## config.mk

```make
export PLATFORM = sky130hd
export DESIGN_NAME = pjb_copy_len
export DESIGN_NICKNAME = d
export VERILOG_FILES = /design/src/hw/rtl/pjb_pkg.sv /design/src/hw/rtl/pjb_copy_len.sv
export SDC_FILE = /design/constraint.sdc
export NUM_CORES = 1
export LEC_CHECK = 0
export BUFFER_PORTS_ARGS = -buffer_cell sky130_fd_sc_hd__buf_2
export CORE_AREA = 4 4 50 52
export DETAILED_ROUTE_END_ITERATION = 12
export DIE_AREA = 0 0 54 56
export PLACE_DENSITY_LB_ADDON = 0.25
export SYNTH_ARGS = -nofsm -noshare
export SYNTH_HDL_FRONTEND = slang
export SYNTH_SLANG_ARGS = --single-unit
```

## constraint.sdc

```tcl
create_clock -name vclk -period 4.1
set_clock_uncertainty 0.05 [all_clocks]
set_input_delay 0.41 -clock vclk [all_inputs]
set_output_delay 0.41 -clock vclk [all_outputs]
set_load 0.005 [all_outputs]
```

## src/hw/rtl/pjb_pkg.sv

```systemverilog
// ----------------------------------------------------------------------------
// Playout jitter buffer package
// Field widths, request codes, register indexes and reset values shared by
// the jitter buffer modules.
// ----------------------------------------------------------------------------
package pjb_pkg;

  localparam int KIND_W     = 8;
  localparam int STAMP_W    = 8;
  localparam int SIZE_W     = 12;
  localparam int HANDLE_W   = 16;
  localparam int FRAME_W    = 16;
  localparam int SLOT_W     = 8;
  localparam int CFG_IDX_W  = 2;
  localparam int CFG_DATA_W = 16;

  localparam logic REQ_ARRIVAL = 1'b0;
  localparam logic REQ_PLAYOUT = 1'b1;

  localparam logic [CFG_IDX_W-1:0] CFG_SIGNATURE   = 2'd0;
  localparam logic [CFG_IDX_W-1:0] CFG_FRAME_BYTES = 2'd1;

  localparam logic [SIZE_W-1:0]  HEADER_BYTES  = 12'd2;
  localparam logic [KIND_W-1:0]  SIGNATURE_RST = 8'd0;
  localparam logic [FRAME_W-1:0] FRAME_RST     = 16'd512;

endpackage

```

## src/hw/rtl/pjb_copy_len.sv

```systemverilog
// ----------------------------------------------------------------------------
// Copy length unit
// Strips the packet header from the stored size and clips the result to the
// configured frame size.
// ----------------------------------------------------------------------------
module pjb_copy_len (
  input  logic [pjb_pkg::SIZE_W-1:0]  size_i,
  input  logic [pjb_pkg::FRAME_W-1:0] frame_i,
  output logic [pjb_pkg::FRAME_W-1:0] copy_o
);
  import pjb_pkg::*;

  logic [SIZE_W-1:0]  pay;
  logic [FRAME_W-1:0] pay_ext;

  assign pay     = (size_i >= HEADER_BYTES) ? (size_i - HEADER_BYTES) : '0;
  assign pay_ext = FRAME_W'(pay);
  assign copy_o  = (pay_ext > frame_i) ? frame_i : pay_ext;

endmodule

```

==> impl_metrics.tcl <==
set metrics [dict create \
    status "finished, final reports clean" \
    max-vdd-ir-drop_mv 0.0516 \
    route.met3.wl_um 117 \
    p_int_uw 47.2 \
    finalHoldViolCount 0 \
    die_height_um 56 \
    coreArea_um2 2110 \
    grtUsageTotal 0.193 \
    p_switching_uw 59.1 \
    die_w_um 54 \
    place_congestion 0.822 \
    muxShareOfSynthArea 0.0329 \
    viasPerCell 5.68 \
    multi_input_area_um2 917 \
    register_area_um2 0 \
    path_cells "buf_2 > inv_1 > ha_1 > or4b_4 > nor4_4 > mux2_4 > ha_1 > nand4_1 > buf_6 > a2111oi_4 > buf_4 > buf_4 > or4_1 > o211ai_1 > buf_2" \
    drv_cap 0 \
    p_leak_uw 0.000648 \
    die_area_um2 3020 \
    final.clkbuf_count 0 \
    via_count 1290 \
    yosys.area_share.simple 0.393 \
    worstSetupStartpointType "input pin" \
    fin_nets 242 \
    cp.required_ns 3.64 \
    drt_iter0_drc 26 \
    drtPass1Iterations 4 \
    synth_top_family_by_area "simple AND/OR/NAND/NOR gates" \
    synth_compound_area_frac 0.264 \
    overflow 0 \
    grt_pass1_wl_um 4800 \
    crit_family "simple AND/OR/NAND/NOR gates" \
    ys_types 38 \
    hp-class "in2out" \
    final_common_cell "buf_2" \
    setup_viol 0 \
    p_per_area_nw_per_um2 80.0 \
    top_layer_used "met4" \
    port_buffers 40 \
    endpoint_kind "primary output" \
    dp_hpwl_um 2410 \
    initial_utilization 0.470 \
    avgSynthCellArea_um2 6.43 \
    fillers 198 \
    layout_common_cells "buf_2, nor2_1, inv_1" \
    netlist_instances 154 \
    period_share 0.975 \
    fin_util 0.631 \
    fin_crit_ns 4.00 \
    cp.arrival_ns 3.54 \
    drive_gt1_frac 0.337 \
    slew_viol_final 0 \
    antenna_found_initial 0 \
    netlist_area_um2 990 \
    critPathMaxFanout 6 \
    synthAdderAreaFrac 0.164 \
    dr_wl_met2_um 1660 \
    met1_length_um 1200 \
    routed_wl_um 2980 \
    fmaxAchievable_mhz 250 \
    fin_tns_setup_ns 0 \
    antenna_cells 0 \
    fp-row-count 17 \
    ant_nets 0 \
    crit_path_top_delay_cell "or4b_4" \
    grt_pass1_vias 1198 \
    combPwrFrac 1.000 \
    synth-seq-area-share 0 \
    grt_max_degree 12 \
    placed_cells 220 \
    critPathKind "in2out" \
    seq_cells 0 \
    path_buf_inv 6 \
    power_frac_clock 0 \
    synth_xor_area_frac 0.00885 \
    ios 44 \
    avgRoutedWirePerCell_um 13.1 \
    yosys_warnings 0 \
    final_cells 227 \
    max_stage_delay_ns 0.53 \
    seqPwrFrac 0 \
    drc_errors 0 \
    area_growth_pct 34.3 \
    p_sw_frac 0.556 \
]
synth_stat cells:
master	instances	area [um^2]
clkbuf_1	3	11.3
mux2_2	2	22.5
a32oi_1	3	26.3
and3_1	1	6.26
mux2i_1	1	10.0
nor3_1	3	15.0
a211oi_1	3	22.5
or4_1	2	15.0
nor4_2	1	12.5
nand4_1	7	43.8
inv_1	15	56.3
nor4_1	10	62.6
nor2_1	19	71.3
buf_1	2	7.51
or4b_4	1	13.8
and2_1	2	12.5
or2_1	1	6.26
a21oi_1	7	35.0
o21ai_1	2	10.0
ha_1	13	163
xnor2_1	1	8.76
nand3_1	5	25.0
nand2b_1	1	6.26
buf_4	4	30.0
a31o_2	1	8.76
nand2_1	10	37.5
nor2b_1	2	12.5
conb_1	1	3.75
a2111oi_4	1	27.5
buf_6	1	11.3
o211ai_1	3	22.5
a2111o_1	1	11.3
or3_1	6	37.5
o31ai_1	5	37.5
buf_2	3	15.0
a311oi_2	1	15.0
o21ai_0	9	45.0
or4_4	1	11.3
routing by layer:
metal,global-route usage,vias up
met5,0,-
met4,0.0142,0
met1,0.246,596
met2,0.362,30
met3,0.00268,2
li1,-,662
power by group through the flow:
stage                     Combinational, uW  Clock [uW]  Sequential (uW)
after floorplan                        62.9           0                0
after global placement                 97.4           0                0
after detailed placement               99.8           0                0
after CTS                               100           0                0
after global routing                    120           0                0
final                                   106           0                0
worst paths after layout:
path	start	end	depth (start not counted)
worst max-delay path	size_i[1]	copy_o[0]	15
worst min-delay path	frame_i[10]	copy_o[10]	4
cell type report:
| class | instances | area share |
|---|---|---|
| multi-input cells | 129 | 0.690 |
| repair buffers | 55 | 0.241 |
| inverters | 15 | 0.0424 |
| well taps | 28 | 0.0264 |
cell families (layout without fill, tap and decap cells):
logic type	after synthesis	after routing
adders and majority gates	13	13
buffers and inverters	28	70
AOI/OAI and AO/OA	36	36
muxes	3	3
other	1	4
xor gates and xnor gates	1	1
and+or+nand+nor	72	72
tightest hold or removal path, cell delays in order:
cell	delay [ns]
buf_2	0.09
inv_1	0.07
a32oi_1	0.08
buf_2	0.12
per-stage QoR:
step / instance area (um^2) / worst slack, ns / hold slack (ns) / total power (uW)
final: 1330 / 0.102 / 1.14 / 106
after global routing: 1330 / -0.0223 / 1.17 / 120
after CTS: 1220 / 0.0730 / 1.14 / 100
after detailed placement: 1220 / 0.0906 / 1.14 / 99.8
after global placement: 1220 / 0.122 / 1.13 / 97.4
after floorplan: 1000 / 0.393 / 0.913 / 62.9
timing repair:
action                                  in CTS  in global routing
hold buffers                                 0                  0
gates resized for setup                      0                 11
endpoints found under the setup margin       0                 11
hold endpoints to repair                     0                  0
setup buffers                                0                  6
No activity file was read; power rests on OpenSTA's default activity.
